## src/design/pakf_pkg.sv

```systemverilog
// ----------------------------------------------------------------------------
// pakf_pkg
// Shared types, constants and color helper functions for the palette alpha
// key filter.
// ----------------------------------------------------------------------------
package pakf_pkg;

    // Default palette size; the top level hands it down as a parameter.
    localparam int unsigned PaletteEntriesDefault = 256;

    // Field widths.
    localparam int unsigned ColorW    = 16;
    localparam int unsigned ChanW     = 5;
    localparam int unsigned SquareW   = 2 * ChanW;
    localparam int unsigned Dist2W    = SquareW + 2;
    localparam int unsigned IndexW    = 8;
    localparam int unsigned CountW    = 9;
    localparam int unsigned NumPlanes = 6;

    // Channel positions inside a color; bit 5 is unused.
    localparam int unsigned BlueLsb  = 0;
    localparam int unsigned GreenLsb = 6;
    localparam int unsigned RedLsb   = 11;

    // Decision thresholds.
    localparam logic [Dist2W-1:0] DarkLimit  = Dist2W'(32);
    localparam logic [Dist2W-1:0] MatchLimit = Dist2W'(16);

    // Configuration port.
    localparam int unsigned ApbAddrW = 1;
    localparam int unsigned ApbDataW = 32;
    localparam logic [ApbAddrW-1:0] AddrFilterEnable = ApbAddrW'(0);

    typedef logic [ColorW-1:0] t_color;
    typedef logic [ChanW-1:0]  t_chan;

    // One input item as held in the input register.
    typedef struct packed {
        t_color                 base;
        t_color [NumPlanes-1:0] planes;
        t_color                 repl;
    } t_item;

    // Palette summary carried with each result.
    typedef struct packed {
        logic              last;
        logic [IndexW-1:0] total;
        logic [IndexW-1:0] first;
        logic              any;
        logic              write;
    } t_summary;

    // Extract one 5-bit channel starting at the given bit.
    function automatic t_chan chan(t_color c, int unsigned lsb);
        chan = t_chan'(c >> lsb);
    endfunction

    // Square of the absolute difference of two channels.
    function automatic logic [SquareW-1:0] sq_diff(t_chan a, t_chan b);
        t_chan d;
        d = (a >= b) ? (a - b) : (b - a);
        sq_diff = SquareW'(d) * SquareW'(d);
    endfunction

    // Squared channel distance between two colors.
    function automatic logic [Dist2W-1:0] dist2(t_color a, t_color b);
        dist2 = Dist2W'(sq_diff(chan(a, BlueLsb), chan(b, BlueLsb)))
              + Dist2W'(sq_diff(chan(a, GreenLsb), chan(b, GreenLsb)))
              + Dist2W'(sq_diff(chan(a, RedLsb), chan(b, RedLsb)));
    endfunction

endpackage

```

## src/design/pakf_if.sv

```systemverilog
// ----------------------------------------------------------------------------
// pakf_if
// Valid/ready channels for palette entries and filter results.
// ----------------------------------------------------------------------------

// Entry channel: one palette entry with its six shade planes.
interface pakf_in_if;
    import pakf_pkg::*;

    logic   valid;
    logic   ready;
    t_color base_color;
    t_color plane1_color;
    t_color plane2_color;
    t_color plane3_color;
    t_color plane4_color;
    t_color plane5_color;
    t_color plane6_color;
    t_color replacement_color;

    modport source (
        output valid, base_color, plane1_color, plane2_color, plane3_color,
               plane4_color, plane5_color, plane6_color, replacement_color,
        input  ready
    );
    modport sink (
        input  valid, base_color, plane1_color, plane2_color, plane3_color,
               plane4_color, plane5_color, plane6_color, replacement_color,
        output ready
    );
endinterface

// Result channel: filtered entry plus palette summary.
interface pakf_out_if;
    import pakf_pkg::*;

    logic              valid;
    logic              ready;
    t_color            entry_value;
    logic              entry_cleared;
    logic              last;
    logic [IndexW-1:0] cleared_total;
    logic [IndexW-1:0] first_cleared_index;
    logic              any_cleared;
    logic              write_summary;

    modport source (
        output valid, entry_value, entry_cleared, last, cleared_total,
               first_cleared_index, any_cleared, write_summary,
        input  ready
    );
    modport sink (
        input  valid, entry_value, entry_cleared, last, cleared_total,
               first_cleared_index, any_cleared, write_summary,
        output ready
    );
endinterface

```

## src/design/pakf_classify.sv

```systemverilog
// ----------------------------------------------------------------------------
// pakf_classify
// Decides whether one palette entry is cleared, replaced or passed through.
// ----------------------------------------------------------------------------
module pakf_classify (
    input  logic            i_enable,
    input  pakf_pkg::t_item i_item,
    output pakf_pkg::t_color o_value,
    output logic            o_cleared
);
    import pakf_pkg::*;

    logic                 dark;
    logic [NumPlanes-1:0] far;
    logic [Dist2W-1:0]    norm;

    // Brightness test: squared length of the base color.
    always_comb begin
        norm = dist2(i_item.base, '0);
        dark = norm < DarkLimit;
    end

    // Plane tests are independent; any far plane clears the entry.
    always_comb begin
        for (int k = 0; k < NumPlanes; k++) begin
            far[k] = dist2(i_item.planes[k], i_item.base) > MatchLimit;
        end
    end

    // Select the new entry value.
    always_comb begin
        o_cleared = i_enable && (dark || (|far));
        if (!i_enable) begin
            o_value = i_item.base;
        end else if (o_cleared) begin
            o_value = '0;
        end else begin
            o_value = i_item.repl;
        end
    end

endmodule

```

## src/design/pakf_tally.sv

```systemverilog
// ----------------------------------------------------------------------------
// pakf_tally
// Tracks the entry position, the cleared count and the first cleared index,
// and forms the palette summary on the last entry.
// ----------------------------------------------------------------------------
module pakf_tally #(
    parameter int unsigned PaletteEntries = pakf_pkg::PaletteEntriesDefault
) (
    input  logic               i_clk,
    input  logic               i_rst_n,
    input  logic               i_advance,
    input  logic               i_enable,
    input  logic               i_cleared,
    output pakf_pkg::t_summary o_summary
);
    import pakf_pkg::*;

    localparam logic [IndexW-1:0] LastPos      = IndexW'(PaletteEntries - 1);
    localparam logic [CountW-1:0] EntriesCount = CountW'(PaletteEntries);

    logic [IndexW-1:0] r_pos;
    logic [CountW-1:0] r_count;
    logic [IndexW-1:0] r_first;
    logic              r_first_valid;

    logic [CountW-1:0] n_count;
    logic [IndexW-1:0] n_first;
    logic              n_first_valid;
    logic              hit;
    logic              is_last;

    // Running values including the current entry.
    always_comb begin
        hit           = i_enable && i_cleared;
        n_count       = r_count + CountW'(hit);
        n_first       = (hit && !r_first_valid) ? r_pos : r_first;
        n_first_valid = r_first_valid || hit;
        is_last       = r_pos >= LastPos;
    end

    // Summary fields other than last are zero except on the last entry with the filter on.
    always_comb begin
        o_summary      = '0;
        o_summary.last = is_last;
        if (is_last && i_enable) begin
            o_summary.total = (n_count >= EntriesCount) ? '0 : n_count[IndexW-1:0];
            o_summary.first = n_first_valid ? n_first : '0;
            o_summary.any   = n_first_valid;
            o_summary.write = 1'b1;
        end
    end

    // Counters restart after the last entry of each palette.
    always_ff @(posedge i_clk) begin
        if (!i_rst_n) begin
            r_pos         <= '0;
            r_count       <= '0;
            r_first       <= '0;
            r_first_valid <= 1'b0;
        end else if (i_advance) begin
            if (is_last) begin
                r_pos         <= '0;
                r_count       <= '0;
                r_first       <= '0;
                r_first_valid <= 1'b0;
            end else begin
                r_pos         <= r_pos + 1'b1;
                r_count       <= n_count;
                r_first       <= n_first;
                r_first_valid <= n_first_valid;
            end
        end
    end

endmodule

```

## src/design/palette_alpha_key_filter.sv

```systemverilog
// ----------------------------------------------------------------------------
// palette_alpha_key_filter
// Alpha key filter over palette entries with summary on the last entry.
// ----------------------------------------------------------------------------
// Path: an accepted entry is held in the input register, then its result in
// the result register, once that register is free.
// Throughput: one entry per cycle while results are taken; while a finished
// result waits for ready, the input register can still take one new entry.
// Reset: synchronous, active low; clears both valid flags, the entry counters
// and the filter enable.
module palette_alpha_key_filter #(
    parameter int unsigned PaletteEntries = pakf_pkg::PaletteEntriesDefault
) (
    input  logic                           i_clk,
    input  logic                           i_rst_n,
    pakf_in_if.sink                        i_in,
    pakf_out_if.source                     o_out,
    input  logic                           psel,
    input  logic                           penable,
    input  logic                           pwrite,
    input  logic [pakf_pkg::ApbAddrW-1:0]  paddr,
    input  logic [pakf_pkg::ApbDataW-1:0]  pwdata,
    output logic [pakf_pkg::ApbDataW-1:0]  prdata,
    output logic                           pready
);
    import pakf_pkg::*;

    logic     r_enable;
    logic     r_s1_valid;
    t_item    r_s1_item;
    logic     r_out_valid;
    t_color   r_out_value;
    logic     r_out_cleared;
    t_summary r_out_summary;

    logic     out_free;
    logic     s1_advance;
    t_color   cls_value;
    logic     cls_cleared;
    t_summary summary;

    // Configuration register: written in the APB access phase.
    assign pready = 1'b1;
    assign prdata = (paddr == AddrFilterEnable) ? ApbDataW'(r_enable) : '0;

    always_ff @(posedge i_clk) begin
        if (!i_rst_n) begin
            r_enable <= 1'b0;
        end else if (psel && penable && pwrite && (paddr == AddrFilterEnable)) begin
            r_enable <= pwdata[0];
        end
    end

    // Handshake: the result register frees up when empty or being taken.
    assign out_free   = !r_out_valid || o_out.ready;
    assign s1_advance = r_s1_valid && out_free;
    assign i_in.ready = !r_s1_valid || out_free;

    // Input register.
    always_ff @(posedge i_clk) begin
        if (!i_rst_n) begin
            r_s1_valid <= 1'b0;
        end else if (i_in.ready) begin
            r_s1_valid <= i_in.valid;
        end
    end

    always_ff @(posedge i_clk) begin
        if (i_in.valid && i_in.ready) begin
            r_s1_item.base      <= i_in.base_color;
            r_s1_item.planes[0] <= i_in.plane1_color;
            r_s1_item.planes[1] <= i_in.plane2_color;
            r_s1_item.planes[2] <= i_in.plane3_color;
            r_s1_item.planes[3] <= i_in.plane4_color;
            r_s1_item.planes[4] <= i_in.plane5_color;
            r_s1_item.planes[5] <= i_in.plane6_color;
            r_s1_item.repl      <= i_in.replacement_color;
        end
    end

    // Entry decision.
    pakf_classify u_classify (
        .i_enable  (r_enable),
        .i_item    (r_s1_item),
        .o_value   (cls_value),
        .o_cleared (cls_cleared)
    );

    // Palette bookkeeping, updated as each entry moves to the result register.
    pakf_tally #(
        .PaletteEntries (PaletteEntries)
    ) u_tally (
        .i_clk     (i_clk),
        .i_rst_n   (i_rst_n),
        .i_advance (s1_advance),
        .i_enable  (r_enable),
        .i_cleared (cls_cleared),
        .o_summary (summary)
    );

    // Result register.
    always_ff @(posedge i_clk) begin
        if (!i_rst_n) begin
            r_out_valid <= 1'b0;
        end else if (out_free) begin
            r_out_valid <= r_s1_valid;
        end
    end

    always_ff @(posedge i_clk) begin
        if (s1_advance) begin
            r_out_value   <= cls_value;
            r_out_cleared <= cls_cleared;
            r_out_summary <= summary;
        end
    end

    assign o_out.valid               = r_out_valid;
    assign o_out.entry_value         = r_out_value;
    assign o_out.entry_cleared       = r_out_cleared;
    assign o_out.last                = r_out_summary.last;
    assign o_out.cleared_total       = r_out_summary.total;
    assign o_out.first_cleared_index = r_out_summary.first;
    assign o_out.any_cleared         = r_out_summary.any;
    assign o_out.write_summary       = r_out_summary.write;

endmodule

```

## src/flat_wrapper.sv

```systemverilog
// flat-port wrapper written by rule: the top's interface ports become plain ports
module palette_alpha_key_filter_flat import pakf_pkg::*;
#(
    parameter int unsigned PaletteEntries = pakf_pkg::PaletteEntriesDefault
)
  (i_clk, i_rst_n, psel, penable, pwrite, paddr, pwdata, prdata, pready, i_in_valid, i_in_base_color, i_in_plane1_color, i_in_plane2_color, i_in_plane3_color, i_in_plane4_color, i_in_plane5_color, i_in_plane6_color, i_in_replacement_color, i_in_ready, o_out_valid, o_out_entry_value, o_out_entry_cleared, o_out_last, o_out_cleared_total, o_out_first_cleared_index, o_out_any_cleared, o_out_write_summary, o_out_ready);
  pakf_in_if i_in_i ();
  pakf_out_if o_out_i ();
  input  logic i_clk;
  input  logic i_rst_n;
  input  logic psel;
  input  logic penable;
  input  logic pwrite;
  input  logic [pakf_pkg::ApbAddrW-1:0] paddr;
  input  logic [pakf_pkg::ApbDataW-1:0] pwdata;
  output logic [pakf_pkg::ApbDataW-1:0] prdata;
  output logic pready;
  input wire logic [$bits(i_in_i.valid)-1:0] i_in_valid;
  input wire logic [$bits(i_in_i.base_color)-1:0] i_in_base_color;
  input wire logic [$bits(i_in_i.plane1_color)-1:0] i_in_plane1_color;
  input wire logic [$bits(i_in_i.plane2_color)-1:0] i_in_plane2_color;
  input wire logic [$bits(i_in_i.plane3_color)-1:0] i_in_plane3_color;
  input wire logic [$bits(i_in_i.plane4_color)-1:0] i_in_plane4_color;
  input wire logic [$bits(i_in_i.plane5_color)-1:0] i_in_plane5_color;
  input wire logic [$bits(i_in_i.plane6_color)-1:0] i_in_plane6_color;
  input wire logic [$bits(i_in_i.replacement_color)-1:0] i_in_replacement_color;
  output wire logic [$bits(i_in_i.ready)-1:0] i_in_ready;
  output wire logic [$bits(o_out_i.valid)-1:0] o_out_valid;
  output wire logic [$bits(o_out_i.entry_value)-1:0] o_out_entry_value;
  output wire logic [$bits(o_out_i.entry_cleared)-1:0] o_out_entry_cleared;
  output wire logic [$bits(o_out_i.last)-1:0] o_out_last;
  output wire logic [$bits(o_out_i.cleared_total)-1:0] o_out_cleared_total;
  output wire logic [$bits(o_out_i.first_cleared_index)-1:0] o_out_first_cleared_index;
  output wire logic [$bits(o_out_i.any_cleared)-1:0] o_out_any_cleared;
  output wire logic [$bits(o_out_i.write_summary)-1:0] o_out_write_summary;
  input wire logic [$bits(o_out_i.ready)-1:0] o_out_ready;
  assign i_in_i.valid = i_in_valid;
  assign i_in_i.base_color = i_in_base_color;
  assign i_in_i.plane1_color = i_in_plane1_color;
  assign i_in_i.plane2_color = i_in_plane2_color;
  assign i_in_i.plane3_color = i_in_plane3_color;
  assign i_in_i.plane4_color = i_in_plane4_color;
  assign i_in_i.plane5_color = i_in_plane5_color;
  assign i_in_i.plane6_color = i_in_plane6_color;
  assign i_in_i.replacement_color = i_in_replacement_color;
  assign i_in_ready = i_in_i.ready;
  assign o_out_valid = o_out_i.valid;
  assign o_out_entry_value = o_out_i.entry_value;
  assign o_out_entry_cleared = o_out_i.entry_cleared;
  assign o_out_last = o_out_i.last;
  assign o_out_cleared_total = o_out_i.cleared_total;
  assign o_out_first_cleared_index = o_out_i.first_cleared_index;
  assign o_out_any_cleared = o_out_i.any_cleared;
  assign o_out_write_summary = o_out_i.write_summary;
  assign o_out_i.ready = o_out_ready;
  palette_alpha_key_filter #(.PaletteEntries(PaletteEntries)) u_core (.i_clk(i_clk), .i_rst_n(i_rst_n), .i_in(i_in_i), .o_out(o_out_i), .psel(psel), .penable(penable), .pwrite(pwrite), .paddr(paddr), .pwdata(pwdata), .prdata(prdata), .pready(pready));
endmodule
```

## config.mk

```make
export PLATFORM = sky130hd
export DESIGN_NAME = palette_alpha_key_filter_flat
export DESIGN_NICKNAME = d
export VERILOG_FILES = /design/src/design/pakf_pkg.sv /design/src/design/pakf_if.sv /design/src/design/pakf_classify.sv /design/src/design/pakf_tally.sv /design/src/design/palette_alpha_key_filter.sv /design/src/flat_wrapper.sv
export SDC_FILE = /design/constraint.sdc
export NUM_CORES = 1
export LEC_CHECK = 0
export ABC_AREA = 1
export BUFFER_PORTS_ARGS = -buffer_cell sky130_fd_sc_hd__buf_2
export CAP_MARGIN = 15
export CORE_MARGIN = 10
export CORE_UTILIZATION = 30
export CTS_CLUSTER_DIAMETER = 50
export DETAILED_ROUTE_END_ITERATION = 8
export MAX_ROUTING_LAYER = met4
export PLACE_DENSITY = 0.49
export SYNTH_ARGS = -nofsm -noshare
export SYNTH_HDL_FRONTEND = slang
export SYNTH_SLANG_ARGS = --single-unit
```

## constraint.sdc

```tcl
create_clock -name i_clk -period 10.2 [get_ports i_clk]
set_input_delay 2.04 -clock i_clk [delete_from_list [all_inputs] [get_ports i_clk]]
set_output_delay 2.04 -clock i_clk [all_outputs]
set_load 0.1 [all_outputs]
```

==> impl_metrics.env, run 1 <==
export IMPL_outcome="finished, final reports clean"
export IMPL_hp_start="u_core.u_tally.r_first[5]$_SDFFE_PN0P_"
export IMPL_postRouteAntennaNets=0
export IMPL_cp_end_kind="flop"
export IMPL_nets=4381
export IMPL_drc_errors=0
export IMPL_dr_total_vias=20537
export IMPL_hp_class="flop to flop"
export IMPL_routedWlPerCell_um=16.0
export IMPL_finalClockSkew_ps=24.1
export IMPL_chipHeight_um=321
export IMPL_wl_mm=74.7
export IMPL_post_synth_instance_area_um2=27200
export IMPL_grt_first_pass_wirelength_mm=117
export IMPL_yosys_top_cells_count="inv_1, nand2_1, ha_1"
export IMPL_hold_path_end="u_core.u_tally.r_first[5]$_SDFFE_PN0P_"
export IMPL_synthCells=3143
export IMPL_slew_headroom_pct=37.3
export IMPL_cp_required_ps=10580
export IMPL_yosys_area_top_type="fa_1"
export IMPL_avgSynthCellArea_um2=8.64
export IMPL_startpoint_type="flop"
export IMPL_cts_sinks=187
export IMPL_synth_edf_count=158
export IMPL_clk_latency_ps=500
export IMPL_antenna_found_initial=10
export IMPL_initial_core_util_pct=30.2
export IMPL_tightest_slew_ps=941
export IMPL_period_needed_ps=9850
export IMPL_cts_tree="yes"
export IMPL_r2r_slack_ps=350
export IMPL_worstPathMaxFanout=8
export IMPL_drv_slew=0
export IMPL_syn_to_final_growth_pct=16.9
export IMPL_async_reset_ff_share_pct=0
export IMPL_ys_types=59
export IMPL_hold_path_depth=2
export IMPL_synth_seq_cells=187
export IMPL_setup_viol=0
export IMPL_max_stage_delay_ps=600
export IMPL_rsz0062_at_grt="true"
export IMPL_synthFlopType="edfxtp_1"
export IMPL_die_w_um=321
export IMPL_drv_cap=0
export IMPL_final_layout_size_suffix_gt1_share_pct=15.8
export IMPL_clock_fmax_mhz=102
export IMPL_row_count=110
export IMPL_synth_area_leaders="fa_1, ha_1, edfxtp_1, inv_1, nand2_1"
export IMPL_drt_iter0_drc=1024
export IMPL_port_buffers=169
export IMPL_routabilityCongestion=0.856
export IMPL_path_class="flop to flop"
export IMPL_io_pins=239
export IMPL_cp_arrival_ps=10220
export IMPL_slowest_stage="fa_1"
export IMPL_hpwlAfterDp_mm=63.7
export IMPL_dieArea_um2=103000
export IMPL_gr_total_overflow=0
export IMPL_reg2reg_to="u_core.o_out.cleared_total[7]$_SDFFCE_PP0P_"
export IMPL_htree_levels=4
export IMPL_yosysMostFrequentCell="inv_1"
export IMPL_place_area_um2=30400
export IMPL_reg2regPathDepth=57
export IMPL_viasPerCell=4.40
export IMPL_grt_pass1_vias=21215
export IMPL_whs_ps=468
export IMPL_grtUsageTotal_pct=15.2
export IMPL_hold_viol=0
export IMPL_yosysSeqAreaShare_pct=19.6
export IMPL_core_um2=89900
export IMPL_grt_max_degree=79
export IMPL_clockBufferDepth=2
export IMPL_path_clk_slew_ps=90
export IMPL_yosysTopAreaCellShare_pct=22.0
export IMPL_fin_crit_sh_pct=96.5
export IMPL_final_cell_area_um2=31800
export IMPL_cts_root_buf="clkbuf_16"
export IMPL_cp_common_cell="nand2_1"
export IMPL_numCtsBuffers=17
export IMPL_r2r_start="u_core.r_s1_item[114]$_DFFE_PP_"
export IMPL_yosys_warnings=0
export IMPL_drtPass1Iterations=5
[layout make-up]
| cell class | count | area (um^2) |
|---|---|---|
| Fill cell | 9411 | 58100 |
| Multi-Input combinational cell | 2151 | 19300 |
| Sequential cell | 187 | 5330 |
| Inverter | 781 | 2950 |
| Timing Repair Buffer | 336 | 2130 |
| Tap cell | 1176 | 1470 |
| Clock buffer | 17 | 425 |
| Clock inverter | 15 | 190 |
| Antenna cell | 5 | 12.5 |
[repair_timing]
| item | 4_1_cts | 5_1_grt |
|---|---|---|
| setup buffers | 6 | 18 |
| hold buffers | 0 | 0 |
| pin swaps | 18 | 74 |
| endpoints found under the setup margin | 12 | 33 |
| endpoints found under the hold margin | 0 | 0 |
| resized for setup | 16 | 112 |
[metrics by stage]
stage          worst slack, ps  util [%]  TNS [ps]  std cells
2_1_floorplan             37.7         -         0       3173
3_5_place_dp              -268      33.8     -2470       4608
5_1_grt                  -79.0      35.3      -588       4667
4_1_cts                   2.12      34.7         0       4646
6_report                   354      35.3         0       4668
3_3_place_gp              -152      33.8     -1310       4608
[cell usage in the layout, fill, tap and decap left out, drive strengths merged, types with 3 or more instances in the layout]
master,count
inv,786
or2,13
nand3b,11
clkbuf,17
dfxtp,29
o31ai,3
nor3,19
o21ai,103
nand3,118
o21a,5
nand2,452
a21oi,124
a221oi,27
a31oi,9
mux2i,16
xnor2,10
nand4,20
xor2,87
edfxtp,158
o211ai,4
buf,336
fa,299
ha,440
o21bai,32
clkinv,8
a211oi,4
diode,5
nor2,302
conb,32
a21o,9
[state kept, by name (all words and copies together), names as in the netlist, 8 cells and up]
register,flops
u_core.o_out.entry_value,16
u_core.u_tally.r_first,8
u_core.o_out.cleared_total,8
u_core.o_out.first_cleared_index,8
u_core.u_tally.r_pos,8
u_core.u_tally.r_count,9
u_core.r_s1_item,122
[kinds of logic (layout without fill, tap and decap cells)]
group	after synthesis	in the layout	share of synthesized area, %
buffers and inverters	835	1149	12.1
multiplexers	17	17	0.631
adder cells (fa/ha/maj)	739	739	42.3
AND/OR/NAND/NOR	940	940	14.6
other	2	37	0.0276
flip-flops	187	187	19.6
AO/OA/AOI/OAI	326	326	7.53
XOR/XNOR	97	97	3.24
[worst max-delay path, delay by kind of cell, from the launching register on]
family	cells	cell delay [ps]
simple gates	22	2080
compound gates	8	940
xor+xnor	3	530
flops	1	470
buf+inv	11	860
fa+ha+maj	13	4800
[routing by layer]
metal | GRT usage (%) | wire length (um) | share of wire, % | vias to the layer above
met5 | - | 0 | 0 | -
met4 | 3.92 | 1480 | 2.0 | 0
met3 | 2.20 | 2840 | 3.8 | 43
met2 | 25.2 | 36000 | 48 | 294
met1 | 19.3 | 34400 | 46 | 9767
li1 | - | - | - | 10433
[worst max path at each step]
| stage | end | depth (start not counted) | start |
|---|---|---|---|
| after floorplan | u_core.o_out.cleared_total[5]$_SDFFCE_PP0P_ | 56 | u_core.r_s1_item[113]$_DFFE_PP_ |
| after detailed placement | u_core.o_out.cleared_total[2]$_SDFFCE_PP0P_ | 48 | u_core.r_s1_item[120]$_DFFE_PP_ |
| after global placement | u_core.o_out.cleared_total[3]$_SDFFCE_PP0P_ | 48 | u_core.r_s1_item[120]$_DFFE_PP_ |
| after CTS | u_core.o_out.cleared_total[5]$_SDFFCE_PP0P_ | 50 | u_core.r_s1_item[120]$_DFFE_PP_ |
| after global routing | u_core.o_out.cleared_total[7]$_SDFFCE_PP0P_ | 57 | u_core.r_s1_item[114]$_DFFE_PP_ |
| final | u_core.o_out.cleared_total[7]$_SDFFCE_PP0P_ | 57 | u_core.r_s1_item[114]$_DFFE_PP_ |
Power of run 1 is not shown: default switching activity piles up to over one toggle a cycle in this logic, so the estimate is an artifact.
==> inputs of run 2 (changes only) <==
--- a/config.mk
+++ b/config.mk
@@ -8,7 +8,7 @@
 export ABC_AREA = 1
 export BUFFER_PORTS_ARGS = -buffer_cell sky130_fd_sc_hd__buf_2
 export CAP_MARGIN = 15
-export CORE_MARGIN = 10
+export CORE_MARGIN = 2
 export CORE_UTILIZATION = 30
 export CTS_CLUSTER_DIAMETER = 50
 export DETAILED_ROUTE_END_ITERATION = 8
@@ -16,4 +16,5 @@
 export PLACE_DENSITY = 0.49
 export SYNTH_ARGS = -nofsm -noshare
 export SYNTH_HDL_FRONTEND = slang
+export SYNTH_HIERARCHICAL = 1
 export SYNTH_SLANG_ARGS = --single-unit
==> run 2 against run 1 <==
Setup slack better by 130 ps. Clock-buffer cell count stayed put. Synthesized cell count is 3.5% higher. Core utilization is 0.99 points lower. Flip-flop and latch count stayed put. Routed wire length is 0.79% higher. Maximum frequency is 1.4% higher. Highest routed layer unchanged.
==> impl_metrics.env, run 2 <==
export IMPL_slowest_stage="edfxtp_1"
export IMPL_worstPathMaxFanout=7
export IMPL_drtPass1Iterations=7
export IMPL_hpwlAfterDp_mm=62.6
export IMPL_wl_mm=75.3
export IMPL_nets=4381
export IMPL_gr_total_overflow=0
export IMPL_setup_viol=0
export IMPL_cts_root_buf="clkbuf_16"
export IMPL_startpoint_type="flop"
export IMPL_core_um2=91900
export IMPL_grtUsageTotal_pct=16.8
export IMPL_io_pins=239
export IMPL_largest_reg_flops=122
export IMPL_post_synth_instance_area_um2=28000
export IMPL_drv_slew=0
export IMPL_period_needed_ps=9710
export IMPL_fill_cells=9833
export IMPL_initial_core_util_pct=30.4
export IMPL_drv_cap=0
export IMPL_clk_latency_ps=530
export IMPL_cp_end_kind="flop"
export IMPL_finalSetupTns_ps=0
export IMPL_port_buffers=169
export IMPL_whs_ps=468
export IMPL_antenna_found_initial=6
export IMPL_top_register="u_core/r_s1_item"
export IMPL_grt_max_degree=85
export IMPL_slew_headroom_pct=33.2
export IMPL_final_cells=4735
export IMPL_grt_pass1_vias=21171
export IMPL_chipHeight_um=309
export IMPL_viasPerCell=4.42
export IMPL_final_cell_mix="inv_1, nand2_1, ha_1, fa_1, nor2_1"
export IMPL_path_class="flop to flop"
export IMPL_dp_cells=4683
export IMPL_htree_levels=4
export IMPL_fin_crit_sh_pct=95.2
export IMPL_cp_required_ps=10490
export IMPL_numCtsBuffers=17
export IMPL_cp_arrival_ps=10010
export IMPL_cts_sinks=187
export IMPL_cts_tree="yes"
export IMPL_synthCells=3253
export IMPL_path_clk_slew_ps=100
export IMPL_tightest_slew_ps=1000
export IMPL_hold_viol=0
export IMPL_yosys_warnings=6
export IMPL_routabilityCongestion=0.877
export IMPL_outcome="finished, final reports clean"
export IMPL_layout_commonest_cell="inv_1"
export IMPL_clock_fmax_mhz=103
export IMPL_finalClockSkew_ps=30.6
export IMPL_routedWlPerCell_um=15.9
export IMPL_die_w_um=309
export IMPL_row_count=111
export IMPL_hp_class="flop to flop"
export IMPL_final_layout_size_suffix_gt1_share_pct=12.9
export IMPL_grt_first_pass_wirelength_mm=117
export IMPL_postRouteAntennaNets=0
export IMPL_dieArea_um2=95600
export IMPL_drt_iter0_drc=1087
export IMPL_avgSynthCellArea_um2=8.59
export IMPL_drc_errors=0
export IMPL_dr_total_vias=20913
export IMPL_max_stage_delay_ps=580
export IMPL_clockBufferDepth=2
export IMPL_cp_common_cell="fa_1"
export IMPL_syn_to_final_growth_pct=13.0
run 2: layer usage:
| metal | share of wire [%] | global-route usage (%) | wire length [um] |
|---|---|---|---|
| met1 | 46 | 21.7 | 34900 |
| met2 | 47 | 26.9 | 35100 |
| met3 | 4.6 | 2.96 | 3500 |
| met4 | 2.3 | 4.55 | 1740 |
| met5 | 0 | - | 0 |
run 2: repair_timing:
| item | 4_1_cts | 5_1_grt |
|---|---|---|
| setup endpoints to repair | 0 | 33 |
| gates resized for setup | 0 | 45 |
| buffers inserted | 0 | 15 |
| hold buffers | 0 | 0 |
run 2: cell type report:
type | count | area (um^2) | area share (%)
Multi-Input combinational cell | 2272 | 19700 | 62.3
Sequential cell | 187 | 5330 | 16.9
Inverter | 738 | 2790 | 8.83
Timing Repair Buffer | 258 | 1570 | 4.98
Tap cell | 1243 | 1560 | 4.92
Clock buffer | 17 | 425 | 1.35
Clock inverter | 15 | 224 | 0.709
Antenna cell | 5 | 12.5 | 0.0396
run 2: worst paths after layout:
kind,startpoint,to,slack [ps],depth (start not counted)
max,u_core/r_s1_item[120]$_DFFE_PP_,u_core/o_out.cleared_total[4]$_DFFE_PP_,490,44
min reg2reg,u_core/u_tally/r_first[3]$_SDFFE_PN0P_,u_core/u_tally/r_first[3]$_SDFFE_PN0P_,470,2
max reg2reg,u_core/r_s1_item[120]$_DFFE_PP_,u_core/o_out.cleared_total[4]$_DFFE_PP_,490,44
min,u_core/u_tally/r_first[3]$_SDFFE_PN0P_,u_core/u_tally/r_first[3]$_SDFFE_PN0P_,470,2
run 2: critical path: cells and delay by family (launching register included):
| kind | cells | cell delay [ps] |
|---|---|---|
| AO/OA/AOI/OAI | 5 | 920 |
| AND/OR/NAND/NOR | 17 | 2010 |
| adder cells (fa/ha/maj) | 12 | 5060 |
| buffers and inverters | 9 | 780 |
| flip-flops | 1 | 580 |
| XOR/XNOR | 1 | 120 |
run 2: through the flow:
stage / area [um^2] / setup slack, ps / utilization (%)
floorplan: 28100 / 479 / -
global placement: 30600 / 74.6 / 33.3
detailed placement: 30600 / 13.9 / 33.3
CTS: 31200 / 13.0 / 34.0
global route: 31600 / -6.67 / 34.4
finish: 31600 / 485 / 34.4
Power of run 2 is left out for the same reason.
